**config.mk**
```make
export PLATFORM = sky130hd
export DESIGN_NAME = fifo_queue_with_keyed_remove
export DESIGN_NICKNAME = d
export VERILOG_FILES = /design/src/hdl/fqkr_pkg.sv /design/src/hdl/fqkr_ram.sv /design/src/hdl/fqkr_ctrl.sv /design/src/hdl/fifo_queue_with_keyed_remove.sv
export SDC_FILE = /design/constraint.sdc
export NUM_CORES = 1
export LEC_CHECK = 0
export BUFFER_PORTS_ARGS = -buffer_cell sky130_fd_sc_hd__buf_4
export CORE_AREA = 4 4 199 220
export DETAILED_ROUTE_END_ITERATION = 16
export DIE_AREA = 0 0 203 224
export GPL_TIMING_DRIVEN = 1
export SETUP_SLACK_MARGIN = 0.15
export SYNTH_ARGS = -nofsm -noshare
export SYNTH_HDL_FRONTEND = slang
export SYNTH_HIERARCHICAL = 1
export SYNTH_SLANG_ARGS = --single-unit
export TNS_END_PERCENT = 5
```
**constraint.sdc**
```tcl
create_clock -name clk_i -period 4.55 [get_ports clk_i]
set_input_delay 0.2275 -clock clk_i [delete_from_list [all_inputs] [get_ports clk_i]]
set_output_delay 0.2275 -clock clk_i [all_outputs]
set_load 0.01 [all_outputs]
```
**src/hdl/fqkr_pkg.sv**
```systemverilog
// Package for the task handle queue with keyed remove.
// Holds the operation and status codes, the result record and the default sizes.
// No dependencies.
`default_nettype none

package fqkr_pkg;

  localparam int unsigned DepthDef      = 16;
  localparam int unsigned HandleBitsDef = 16;

  // Fixed field widths on the stream ports.
  localparam int unsigned PortHandleW = 16;
  localparam int unsigned CountW      = 5;

  typedef enum logic [1:0] {
    OP_PUT    = 2'd0,
    OP_GET    = 2'd1,
    OP_REMOVE = 2'd2,
    OP_NOP    = 2'd3
  } op_e;

  typedef enum logic [1:0] {
    ST_OK       = 2'd0,
    ST_EMPTY    = 2'd1,
    ST_FULL     = 2'd2,
    ST_NOTFOUND = 2'd3
  } status_e;

  typedef struct packed {
    logic [CountW-1:0]      count;
    logic                   now_empty;
    status_e                status;
    logic [PortHandleW-1:0] popped;
  } res_t;

endpackage

`default_nettype wire

```
**src/hdl/fqkr_ram.sv**
```systemverilog
// Simple dual-port storage for the queue entries.
// One write port and one read port, read data registered; no package needed.
`default_nettype none

module fqkr_ram #(
  parameter int unsigned DEPTH = 16,
  parameter int unsigned WIDTH = 16
) (
  input  wire logic                     clk_i,
  input  wire logic                     we_i,
  input  wire logic [$clog2(DEPTH)-1:0] waddr_i,
  input  wire logic [WIDTH-1:0]         wdata_i,
  input  wire logic                     re_i,
  input  wire logic [$clog2(DEPTH)-1:0] raddr_i,
  output logic      [WIDTH-1:0]         rdata_o
);

  logic [WIDTH-1:0] mem_q [DEPTH];

  always_ff @(posedge clk_i) begin
    if (we_i) begin
      mem_q[waddr_i] <= wdata_i;
    end
  end

  always_ff @(posedge clk_i) begin
    if (re_i) begin
      rdata_o <= mem_q[raddr_i];
    end
  end

endmodule

`default_nettype wire

```
**src/hdl/fqkr_ctrl.sv**
```systemverilog
// Sequencer of the handle queue: keeps head and count of a circular buffer held in
// fqkr_ram, scans for a key and closes gaps one entry per cycle. Uses fqkr_pkg.
`default_nettype none

module fqkr_ctrl
  import fqkr_pkg::*;
#(
  parameter int unsigned DEPTH       = DepthDef,
  parameter int unsigned HANDLE_BITS = HandleBitsDef
) (
  input  wire logic                     clk_i,
  input  wire logic                     rst_ni,
  input  wire logic                     in_valid_i,
  output logic                          in_ready_o,
  input  wire op_e                      in_op_i,
  input  wire logic [PortHandleW-1:0]   in_handle_i,
  output logic                          res_valid_o,
  input  wire logic                     res_ready_i,
  output res_t                          res_o,
  output logic                          mem_we_o,
  output logic      [$clog2(DEPTH)-1:0] mem_waddr_o,
  output logic      [HANDLE_BITS-1:0]   mem_wdata_o,
  output logic                          mem_re_o,
  output logic      [$clog2(DEPTH)-1:0] mem_raddr_o,
  input  wire logic [HANDLE_BITS-1:0]   mem_rdata_i
);

  localparam int unsigned AW = $clog2(DEPTH);
  localparam int unsigned CW = $clog2(DEPTH + 1);
  localparam int unsigned SW = AW + 1;
  localparam int unsigned HB = HANDLE_BITS;

  typedef enum logic [4:0] {
    S_IDLE  = 5'b00001,
    S_GET   = 5'b00010,
    S_SCAN  = 5'b00100,
    S_SHIFT = 5'b01000,
    S_DONE  = 5'b10000
  } state_e;

  state_e                 state_q, state_d;
  logic [AW-1:0]          head_q, head_d;
  logic [CW-1:0]          cnt_q, cnt_d;
  logic [HB-1:0]          key_q, key_d;
  logic [CW-1:0]          idx_q, idx_d;
  logic [AW-1:0]          cur_addr_q, cur_addr_d;
  logic [AW-1:0]          prev_addr_q, prev_addr_d;
  logic [PortHandleW-1:0] popped_q, popped_d;
  status_e                status_q, status_d;

  logic [HB+PortHandleW-1:0] h_ext;
  logic [HB+PortHandleW-1:0] p_ext;
  logic [CW+CountW-1:0]      c_ext;
  logic [SW+CW-1:0]          cnt_w;
  logic [SW-1:0]             tail_sum;
  logic [AW-1:0]             tail_addr;
  logic [AW-1:0]             next_addr;
  logic [AW-1:0]             head_next;
  logic                      at_last;
  logic                      hit;

  assign h_ext = {{HB{1'b0}}, in_handle_i};
  assign p_ext = {{PortHandleW{1'b0}}, mem_rdata_i};
  assign c_ext = {{CountW{1'b0}}, cnt_q};
  assign cnt_w = {{SW{1'b0}}, cnt_q};

  // Tail position is head plus count, folded back once into the buffer.
  always_comb begin
    tail_sum = {1'b0, head_q} + cnt_w[SW-1:0];
    if (tail_sum >= SW'(DEPTH)) begin
      tail_sum = tail_sum - SW'(DEPTH);
    end
    tail_addr = tail_sum[AW-1:0];
  end

  assign next_addr = (cur_addr_q == AW'(DEPTH - 1)) ? '0 : cur_addr_q + AW'(1);
  assign head_next = (head_q == AW'(DEPTH - 1)) ? '0 : head_q + AW'(1);
  assign at_last   = (idx_q == cnt_q - CW'(1));
  assign hit       = (mem_rdata_i == key_q);

  always_comb begin
    state_d     = state_q;
    head_d      = head_q;
    cnt_d       = cnt_q;
    key_d       = key_q;
    idx_d       = idx_q;
    cur_addr_d  = cur_addr_q;
    prev_addr_d = prev_addr_q;
    popped_d    = popped_q;
    status_d    = status_q;

    in_ready_o  = (state_q == S_IDLE);
    res_valid_o = (state_q == S_DONE);
    mem_we_o    = 1'b0;
    mem_waddr_o = prev_addr_q;
    mem_wdata_o = mem_rdata_i;
    mem_re_o    = 1'b0;
    mem_raddr_o = next_addr;

    case (state_q)
      S_IDLE: begin
        if (in_valid_i) begin
          key_d      = h_ext[HB-1:0];
          popped_d   = '0;
          status_d   = ST_OK;
          idx_d      = '0;
          cur_addr_d = head_q;
          state_d    = S_DONE;
          case (in_op_i)
            OP_PUT: begin
              if (cnt_q == CW'(DEPTH)) begin
                status_d = ST_FULL;
              end else begin
                mem_we_o    = 1'b1;
                mem_waddr_o = tail_addr;
                mem_wdata_o = h_ext[HB-1:0];
                cnt_d       = cnt_q + CW'(1);
              end
            end
            OP_GET: begin
              if (cnt_q == '0) begin
                status_d = ST_EMPTY;
              end else begin
                mem_re_o    = 1'b1;
                mem_raddr_o = head_q;
                state_d     = S_GET;
              end
            end
            OP_REMOVE: begin
              if (cnt_q == '0) begin
                status_d = ST_NOTFOUND;
              end else begin
                mem_re_o    = 1'b1;
                mem_raddr_o = head_q;
                state_d     = S_SCAN;
              end
            end
            default: begin
              status_d = ST_OK;
            end
          endcase
        end
      end
      S_GET: begin
        popped_d = p_ext[PortHandleW-1:0];
        head_d   = head_next;
        cnt_d    = cnt_q - CW'(1);
        state_d  = S_DONE;
      end
      S_SCAN: begin
        // The entry at idx_q has just come out of the memory.
        if (hit && at_last) begin
          cnt_d   = cnt_q - CW'(1);
          state_d = S_DONE;
        end else if (!hit && at_last) begin
          status_d = ST_NOTFOUND;
          state_d  = S_DONE;
        end else begin
          mem_re_o    = 1'b1;
          idx_d       = idx_q + CW'(1);
          prev_addr_d = cur_addr_q;
          cur_addr_d  = next_addr;
          if (hit) begin
            state_d = S_SHIFT;
          end
        end
      end
      S_SHIFT: begin
        // Move each later entry one place toward the head.
        mem_we_o = 1'b1;
        if (at_last) begin
          cnt_d   = cnt_q - CW'(1);
          state_d = S_DONE;
        end else begin
          mem_re_o    = 1'b1;
          idx_d       = idx_q + CW'(1);
          prev_addr_d = cur_addr_q;
          cur_addr_d  = next_addr;
        end
      end
      S_DONE: begin
        if (res_ready_i) begin
          state_d = S_IDLE;
        end
      end
      default: begin
        state_d = S_IDLE;
      end
    endcase
  end

  always_comb begin
    res_o.popped    = popped_q;
    res_o.status    = status_q;
    res_o.now_empty = (cnt_q == '0);
    res_o.count     = c_ext[CountW-1:0];
  end

  always_ff @(posedge clk_i or negedge rst_ni) begin
    if (!rst_ni) begin
      state_q <= S_IDLE;
      head_q  <= '0;
      cnt_q   <= '0;
    end else begin
      state_q <= state_d;
      head_q  <= head_d;
      cnt_q   <= cnt_d;
    end
  end

  always_ff @(posedge clk_i) begin
    key_q       <= key_d;
    idx_q       <= idx_d;
    cur_addr_q  <= cur_addr_d;
    prev_addr_q <= prev_addr_d;
    popped_q    <= popped_d;
    status_q    <= status_d;
  end

endmodule

`default_nettype wire

```
**src/hdl/fifo_queue_with_keyed_remove.sv**
```systemverilog
// Task handle queue with put, get and remove by key; result per request.
// A put, a refused put, a get or remove on an empty queue and the unused code go from idle
// straight to the done state; a get first reads the head, and a remove on a filled queue scans
// its entries and on a hit shifts later ones toward the head. One request is in work at a time.
// Results are registered at the output; a full, unread output register stalls the next request.
// Reset empties the queue at once; entry storage is not cleared.
`default_nettype none

module fifo_queue_with_keyed_remove
  import fqkr_pkg::*;
#(
  parameter int unsigned DEPTH       = DepthDef,
  parameter int unsigned HANDLE_BITS = HandleBitsDef
) (
  input  wire logic        clk_i,
  input  wire logic        rst_ni,
  input  wire logic        s_axis_tvalid,
  output logic             s_axis_tready,
  input  wire logic [23:0] s_axis_tdata,  // op[1:0], handle[17:2], zero[23:18]
  output logic             m_axis_tvalid,
  input  wire logic        m_axis_tready,
  output logic      [23:0] m_axis_tdata   // popped[15:0], status[17:16], now_empty[18],
                                          // count[23:19]
);

  localparam int unsigned AW = $clog2(DEPTH);

  logic                   res_valid;
  logic                   res_ready;
  res_t                   res;
  logic                   mem_we;
  logic [AW-1:0]          mem_waddr;
  logic [HANDLE_BITS-1:0] mem_wdata;
  logic                   mem_re;
  logic [AW-1:0]          mem_raddr;
  logic [HANDLE_BITS-1:0] mem_rdata;
  logic                   out_valid_q;
  res_t                   out_q;

  fqkr_ctrl #(
    .DEPTH       (DEPTH),
    .HANDLE_BITS (HANDLE_BITS)
  ) u_ctrl (
    .clk_i       (clk_i),
    .rst_ni      (rst_ni),
    .in_valid_i  (s_axis_tvalid),
    .in_ready_o  (s_axis_tready),
    .in_op_i     (op_e'(s_axis_tdata[1:0])),
    .in_handle_i (s_axis_tdata[17:2]),
    .res_valid_o (res_valid),
    .res_ready_i (res_ready),
    .res_o       (res),
    .mem_we_o    (mem_we),
    .mem_waddr_o (mem_waddr),
    .mem_wdata_o (mem_wdata),
    .mem_re_o    (mem_re),
    .mem_raddr_o (mem_raddr),
    .mem_rdata_i (mem_rdata)
  );

  fqkr_ram #(
    .DEPTH (DEPTH),
    .WIDTH (HANDLE_BITS)
  ) u_ram (
    .clk_i   (clk_i),
    .we_i    (mem_we),
    .waddr_i (mem_waddr),
    .wdata_i (mem_wdata),
    .re_i    (mem_re),
    .raddr_i (mem_raddr),
    .rdata_o (mem_rdata)
  );

  assign res_ready = !out_valid_q || m_axis_tready;

  always_ff @(posedge clk_i or negedge rst_ni) begin
    if (!rst_ni) begin
      out_valid_q <= 1'b0;
    end else if (res_valid && res_ready) begin
      out_valid_q <= 1'b1;
    end else if (m_axis_tready) begin
      out_valid_q <= 1'b0;
    end
  end

  always_ff @(posedge clk_i) begin
    if (res_valid && res_ready) begin
      out_q <= res;
    end
  end

  assign m_axis_tvalid = out_valid_q;
  assign m_axis_tdata  = out_q;

endmodule

`default_nettype wire

```
==> flow_summary.toml, run 1 <==
[place]
dpl.cell_count = 1367
hpwl_um = 19400
routabilityCongestion = 0.769
io_buffers = 47

[die]
ios = 54
rows = 78
dieArea_um2 = 45500
die_h_um = 224
initial_core_util_pct = 34.9
fp.coreArea_um2 = 41300
die_width_um = 203

[setup_path]
end_kind = "flop"
worstPathRequired_ns = 4.80
criticalPathCategory = "reg -> reg"
cp-start-kind = "flop"
worstPathArrival_ns = 3.92
path_max_fanout = 15

[route]
drt.antenna.violating_nets = 0
met1_length_um = 12900
drt_wl_total_um = 31100
drtPass1Iterations = 5
drc = 0
highest_layer = "met4"
wl_met2_um = 15800
met3_wirelength_um = 1790
drtIter0Drc = 484
post_drt_wl_per_cell_um = 21.6
vias = 7327
vias_per_cell = 5.07

[logic_synthesis]
syn-instance-count = 755
synth.distinct_cells = 59
ys.flop_type = "edfxtp_1"
synth_fp_nets = 796
ys_warn_count = 6
synth-edff-count = 343
ys_ff_latch = 358
yosysSeqAreaShare_pct = 74.1
avgSynthCellArea_um2 = 19.1
syn-cell-area_um2 = 14400
async_flop_share_pct = 4.19

[clock_tree]
clkSinkCount = 358
cts_tree = "yes"
htreeDepth = 2
post_cts_buffers = 0
clk-insertion-delay-late_ns = 0.53
numCtsBuffers = 34
clock_path_buffers = 3
clkSlewWorstSetupHoldPaths_ns = 0.06
cts.root.buffer_cell = "clkbuf_16"

[sta]
tns_ns = 0
hold_ws_ns = 0.104
min_period_ns = 3.67
fmaxAchievable_mhz = 272
max_slew_margin_pct = 27.0
fin_crit_sh_pct = 80.7
finalSetupViolCount = 0
hold_viol_final = 0
worst_pin_slew_ns = 1.09
finClkSkew_ns = 0.0106
grt_setup_unrepaired = "no"
drv_slew = 0

[finish]
final_cell_count_no_fill = 1444
final_nets = 902
fill_cells = 3679
syn2layout_area_growth_pct = 17.3
n_antenna_cell = 0
final_layout_size_suffix_gt1_share_pct = 24.7
post-route-util_pct = 41.0

[pwr]
power.density_nw_per_um2 = 586
leakage_nw = 5.64
ir_drop_mv = 0.309
power_w = 0.00990

[global_routing]
antenna_found_initial = 0
grt_pass1_wl_um = 46600
grt_pass1_vias = 7401
gr-total-overflow = 0
grtUsageTotal_pct = 13.5
grt_max_degree = 28

[job]
maxCapViolations = 0

[run_status]
status = "finished clean"

[worst_hold_path]
hp-class = "in -> async"
==> sequential cells by signal, indices dropped and copies added, names as in the netlist <==
signal,count
m_axis_tdata,24
u_ctrl/head_q,4
u_ctrl/cnt_q,5
u_ram/mem_q,256
u_ctrl/state_q,5
u_ctrl/key_q,16
m_axis_tvalid,1
u_ctrl/prev_addr_q,4
u_ctrl/popped_q,16
u_ctrl/idx_q,5
u_ctrl/status_q,2
u_ram/rdata_o,16
u_ctrl/cur_addr_q,4
==> synth_stat cells (2+ instances only) <==
master / count / area (µm²)
a21oi_1: 8 / 40.0
inv_1: 12 / 45.0
o211ai_1: 2 / 15.0
nand3b_1: 2 / 15.0
xnor2_1: 28 / 245
xnor2_2: 2 / 32.5
nor4_1: 2 / 12.5
o31ai_1: 2 / 15.0
o221ai_1: 5 / 43.8
buf_2: 10 / 50.1
o21ai_0: 6 / 30.0
o21ai_1: 10 / 50.1
nand4_1: 7 / 43.8
nor2b_1: 3 / 18.8
buf_6: 4 / 45.0
nor3_1: 5 / 25.0
mux4_2: 54 / 1220
a31oi_1: 2 / 12.5
xor2_1: 7 / 61.3
and3b_1: 2 / 17.5
nand2_1: 37 / 139
mux4_1: 10 / 263
and2_1: 18 / 113
nor2_1: 29 / 109
nand3_1: 7 / 35.0
ha_1: 12 / 150
buf_1: 4 / 15.0
or4_1: 3 / 22.5
or2_2: 2 / 12.5
o22ai_1: 3 / 18.8
buf_4: 4 / 30.0
clkbuf_1: 14 / 52.6
a22oi_1: 33 / 248
and3_1: 3 / 18.8
nand2b_1: 5 / 31.3
dfrtp_1: 14 / 350
mux2_2: 12 / 135
mux2_1: 9 / 101
edfxtp_1: 343 / 10300
==> area by class of cell <==
class	count	area, µm²	area share (%)
clock buffers	43	906	5.36
clock inverters	16	175	1.04
well taps	560	701	4.14
flip-flops and latches	358	10700	63.1
repair buffers	106	866	5.12
multi-input cells	349	3540	20.9
inverters	12	45.0	0.266
==> critical path, stage by stage (launching register included) <==
cell     delay (ns)
dfrtp_1        0.44
inv_1          0.18
ha_1           0.27
or4b_1         0.57
nand4_2        0.28
mux2_4         0.46
buf_4          0.26
mux4_1         0.58
a22oi_1        0.20
nand2_1        0.13
==> timing repair <==
action	4_1_cts	5_1_grt
hold buffers	18	0
endpoints found under the setup margin	0	0
hold endpoints to repair	32	0
gates resized for setup	0	0
==> per-layer routing <==
layer,up-vias,global-route usage [%]
met2,225,23.3
li1,3241,-
met1,3821,17.6
met4,0,4.03
met5,-,0
met3,40,2.50
==> through the flow <==
stage / setup slack [ns] / cell area (µm²)
final: 0.879 / 16900
after global routing: 0.636 / 16900
after CTS: 0.848 / 16900
after detailed placement: 0.874 / 15600
after global placement: 0.899 / 15600
after floorplan: 1.02 / 14400
==> power breakdown <==
group	leakage, nW	switching, W	total [W]	internal [W]
clock	0.518	0.00117	0.00275	0.00159
sequential	3.31	0.000200	0.00439	0.00419
combinational	1.81	0.00157	0.00276	0.00119
total	5.64	0.00293	0.00990	0.00697
==> final timing paths <==
kind,startpoint,to,slack [ns],cells past startpoint
min,rst_ni,m_axis_tvalid,0.10,2
max,u_ctrl/cnt_q[1],u_ram/rdata_o[4],0.88,9
max in group asynchronous,rst_ni,u_ctrl/state_q[0],4.20,2
min reg2reg,u_ctrl/popped_q[3],m_axis_tdata[3],0.42,0
max reg2reg,u_ctrl/cnt_q[1],u_ram/rdata_o[4],0.88,9
min in group clk_i,s_axis_tdata[0],u_ctrl/state_q[1],0.15,3
==> cells by family after synthesis <==
family | share of synthesized area, %
XOR/XNOR | 2.46
adder cells (fa/ha/maj) | 1.18
flip-flops | 74.1
AND/OR/NAND/NOR | 5.16
buffers and inverters | 1.65
AO/OA/AOI/OAI | 3.52
multiplexers | 12.0
==> layout by cell type, fill, tap and decap left out, types with 5 or more instances in the layout <==
cell type and instances:
mux2_2 12, xnor2_1 28, nand2b_1 5, ha_1 12, nor2_1 29, o221ai_1 5, clkbuf_1 8, clkbuf_16 35
dlygate4sd3_1 18, clkinv_1 6, dfrtp_1 14, xor2_1 7, and2_1 18, nand2_1 37, a21oi_1 8, mux4_2 54
o21ai_0 6, nor3_2 5, nand4_1 7, edfxtp_1 343, inv_1 12, a22oi_1 33, mux4_1 10, o21ai_1 9
mux2_1 8, buf_4 86, nand3_1 7
No activity file was read; power rests on OpenSTA's default activity.
==> inputs of run 2 (changes only) <==
ABC_AREA = 1   (was unset)
CORE_AREA = 4 4 209 232   (was 4 4 199 220)
DIE_AREA = 0 0 213 236   (was 0 0 203 224)
clock period = 3.7 ns   (was 4.55 ns; I/O delays follow)
==> run 2 against run 1 <==
Compared with the run above: count of clock-buffer cells in the layout rose by 5; critical path depth rose by 6; clock skew rose by 0.012 ns; highest routed layer unchanged; clock power rose by 23%; largest cell class unchanged; area after synthesis rose by 11%; wire length rose by 20%.
==> flow_summary.toml, run 2 <==
[setup_path]
crit_cells = 15
end_kind = "flop"
worstPathRequired_ns = 3.99
cpMaxStageDelayCell = "dfstp_2"
crit_chain = "inv_1 -> nor2_1 -> nand3_2 -> inv_1 -> nand2_1 -> nor2_1 -> nand2_1 -> buf_4 -> o21ai_4 -> buf_12 -> nand2_1 -> nand3_1 -> nand3_1 -> nand3_1 -> nand2_1"
critical_path_buf_inv_count = 4
critPathTopFamily = "simple AND/OR/NAND/NOR gates"
max_stage_delay_ns = 0.53
reg2regPathDepth = 15
path_max_fanout = 109
criticalPathCategory = "reg -> reg"
worstPathArrival_ns = 3.47
cp-start-kind = "flop"
crit_top_cell = "nand2_1"

[clock_tree]
numCtsBuffers = 36
ctsHoldBuffers = 19
clock_path_buffers = 3
clkSlewWorstSetupHoldPaths_ns = 0.06
cts_resized = 0
htreeDepth = 2
cts.root.buffer_cell = "clkbuf_16"
post_cts_buffers = 0
clkSinkCount = 358
cts_tree = "yes"
clk-insertion-delay-late_ns = 0.54

[route]
drtIter0Drc = 777
drt_wl_total_um = 37200
drc = 0
drt.antenna.violating_nets = 0
drtPass1Iterations = 5
vias_per_cell = 4.69
post_drt_wl_per_cell_um = 16.3
vias = 10700

[sta]
min_period_ns = 3.19
fmaxAchievable_mhz = 314
max_slew_margin_pct = 55.3
fin_crit_sh_pct = 86.2
worst_pin_slew_ns = 0.669
grt_setup_unrepaired = "no"
drv_slew = 0
finalSetupViolCount = 0
tns_ns = 0
hold_viol_final = 0
setup_slack_ns = 0.512
finClkSkew_ns = 0.0231

[die]
dieArea_um2 = 50300
initial_core_util_pct = 34.6
die_width_um = 213
rows = 83
die_h_um = 236
fp.coreArea_um2 = 46200
ios = 54

[finish]
seqCellArea_um2 = 10700
regMostFlops = "u_ram/mem_q"
final_nets = 1703
syn2layout_area_growth_pct = 16.3
fill_cells = 4331
final_common_cell = "nand2_1"
largest_reg_flops = 256
n_antenna_cell = 0
final_layout_size_suffix_gt1_share_pct = 11.8
multi_input_area_um2 = 3970
post-route-util_pct = 40.2
layout_common_cells = "nand2_1 (476), edfxtp_1 (343), inv_1 (266)"

[logic_synthesis]
syn-cell-area_um2 = 16000
ys.flop_type = "edfxtp_1"
ys_top_cells_by_count = "nand2_1 (476), edfxtp_1 (343), inv_1 (266)"
async_flop_share_pct = 4.19
ys_warn_count = 6
yosysSeqAreaShare_pct = 66.8
ys_ff_latch = 358
synth_fp_nets = 1593
synth.area.top_cells = "edfxtp_1 (64%), nand2_1 (11%), nand3_1 (6.8%), inv_1 (6.2%), dfrtp_1 (2.2%)"
synth.top_cell.area_share_pct = 64.5
synth-edff-count = 343
synth_most_common_cell = "nand2_1"
synth_top_cell_by_area = "edfxtp_1"
avgSynthCellArea_um2 = 10.3
synth.distinct_cells = 37
syn-instance-count = 1552

[global_routing]
gr-total-overflow = 0
grt_pass1_wl_um = 57600
antenna_found_initial = 1
grtUsageTotal_pct = 14.7
grt_pass1_vias = 10500
grt_max_degree = 110

[place]
place_ws_ns = 0.576
io_buffers = 47
routabilityCongestion = 0.813
hpwl_um = 22700

[pwr]
ir_drop_mv = 0.500
power_w = 0.0150
leakage_nw = 7.95
power.density_nw_per_um2 = 804

[run_status]
status = "finished clean"

[worst_hold_path]
hp-class = "in -> async"

[job]
maxCapViolations = 0
## run 2: cell types whose count changed in the layout (fill, tap and decap cells not counted), sizes merged, moves of 33 or more
cell and change:
nor2 +47, a22oi -33, inv +259, nand2 +445
nand3 +214, mux4 -64
## run 2: area by class of cell
type	count	share of cell area [%]
Multi-Input combinational cell	864	21.4
Sequential cell	358	57.4
Clock buffer	48	5.14
Timing Repair Buffer	132	5.99
Tap cell	595	4.00
Clock inverter	15	0.626
Inverter	270	5.46
## run 2: per-layer routing
layer / vias up / GRT usage (%) / wire length [µm]
li1: 5239 / - / -
met1: 5076 / 18.5 / 15700
met2: 318 / 25.7 / 18600
met3: 60 / 2.45 / 2050
met4: 0 / 4.71 / 903
met5: - / 0 / 0
## run 2: cells by family (layout without fill, tap and decap cells)
| group | after synthesis | after routing | share of synthesized area [%] |
|---|---|---|---|
| adder cells (fa/ha/maj) | 13 | 13 | 1.06 |
| AND/OR/NAND/NOR | 790 | 790 | 21.2 |
| buffers and inverters | 330 | 465 | 8.60 |
| AO/OA/AOI/OAI | 51 | 51 | 1.79 |
| XOR/XNOR | 10 | 10 | 0.548 |
| flip-flops | 358 | 358 | 66.8 |
## run 2: worst paths after layout
check	start	endpoint	slack [ns]
worst max-delay path	u_ctrl/state_q[0]	u_ram/rdata_o[9]	0.51
worst min-delay path	rst_ni	u_ctrl/cnt_q[1]	0.05
worst max register to register	u_ctrl/state_q[0]	u_ram/rdata_o[9]	0.51
worst min register to register	u_ctrl/popped_q[15]	m_axis_tdata[15]	0.42
max in group asynchronous	rst_ni	u_ctrl/state_q[0]	3.40
min in group clk_i	s_axis_tdata[0]	u_ctrl/state_q[1]	0.13
## run 2: through the flow
stage	hold WS (ns)	instances	cell area [µm²]
6_report	0.0542	2282	18600
5_1_grt	0.0751	2282	18600
4_1_cts	0.0370	2282	18600
3_5_place_dp	0.0574	2200	17300
3_3_place_gp	0.0517	2200	17300
2_1_floorplan	-0.111	1552	16000
## run 2: power by group
| part | total [W] | internal [W] | switching, W |
|---|---|---|---|
| clock network | 0.00338 | 0.00189 | 0.00148 |
| registers | 0.00551 | 0.00532 | 0.000190 |
| logic | 0.00607 | 0.00185 | 0.00421 |
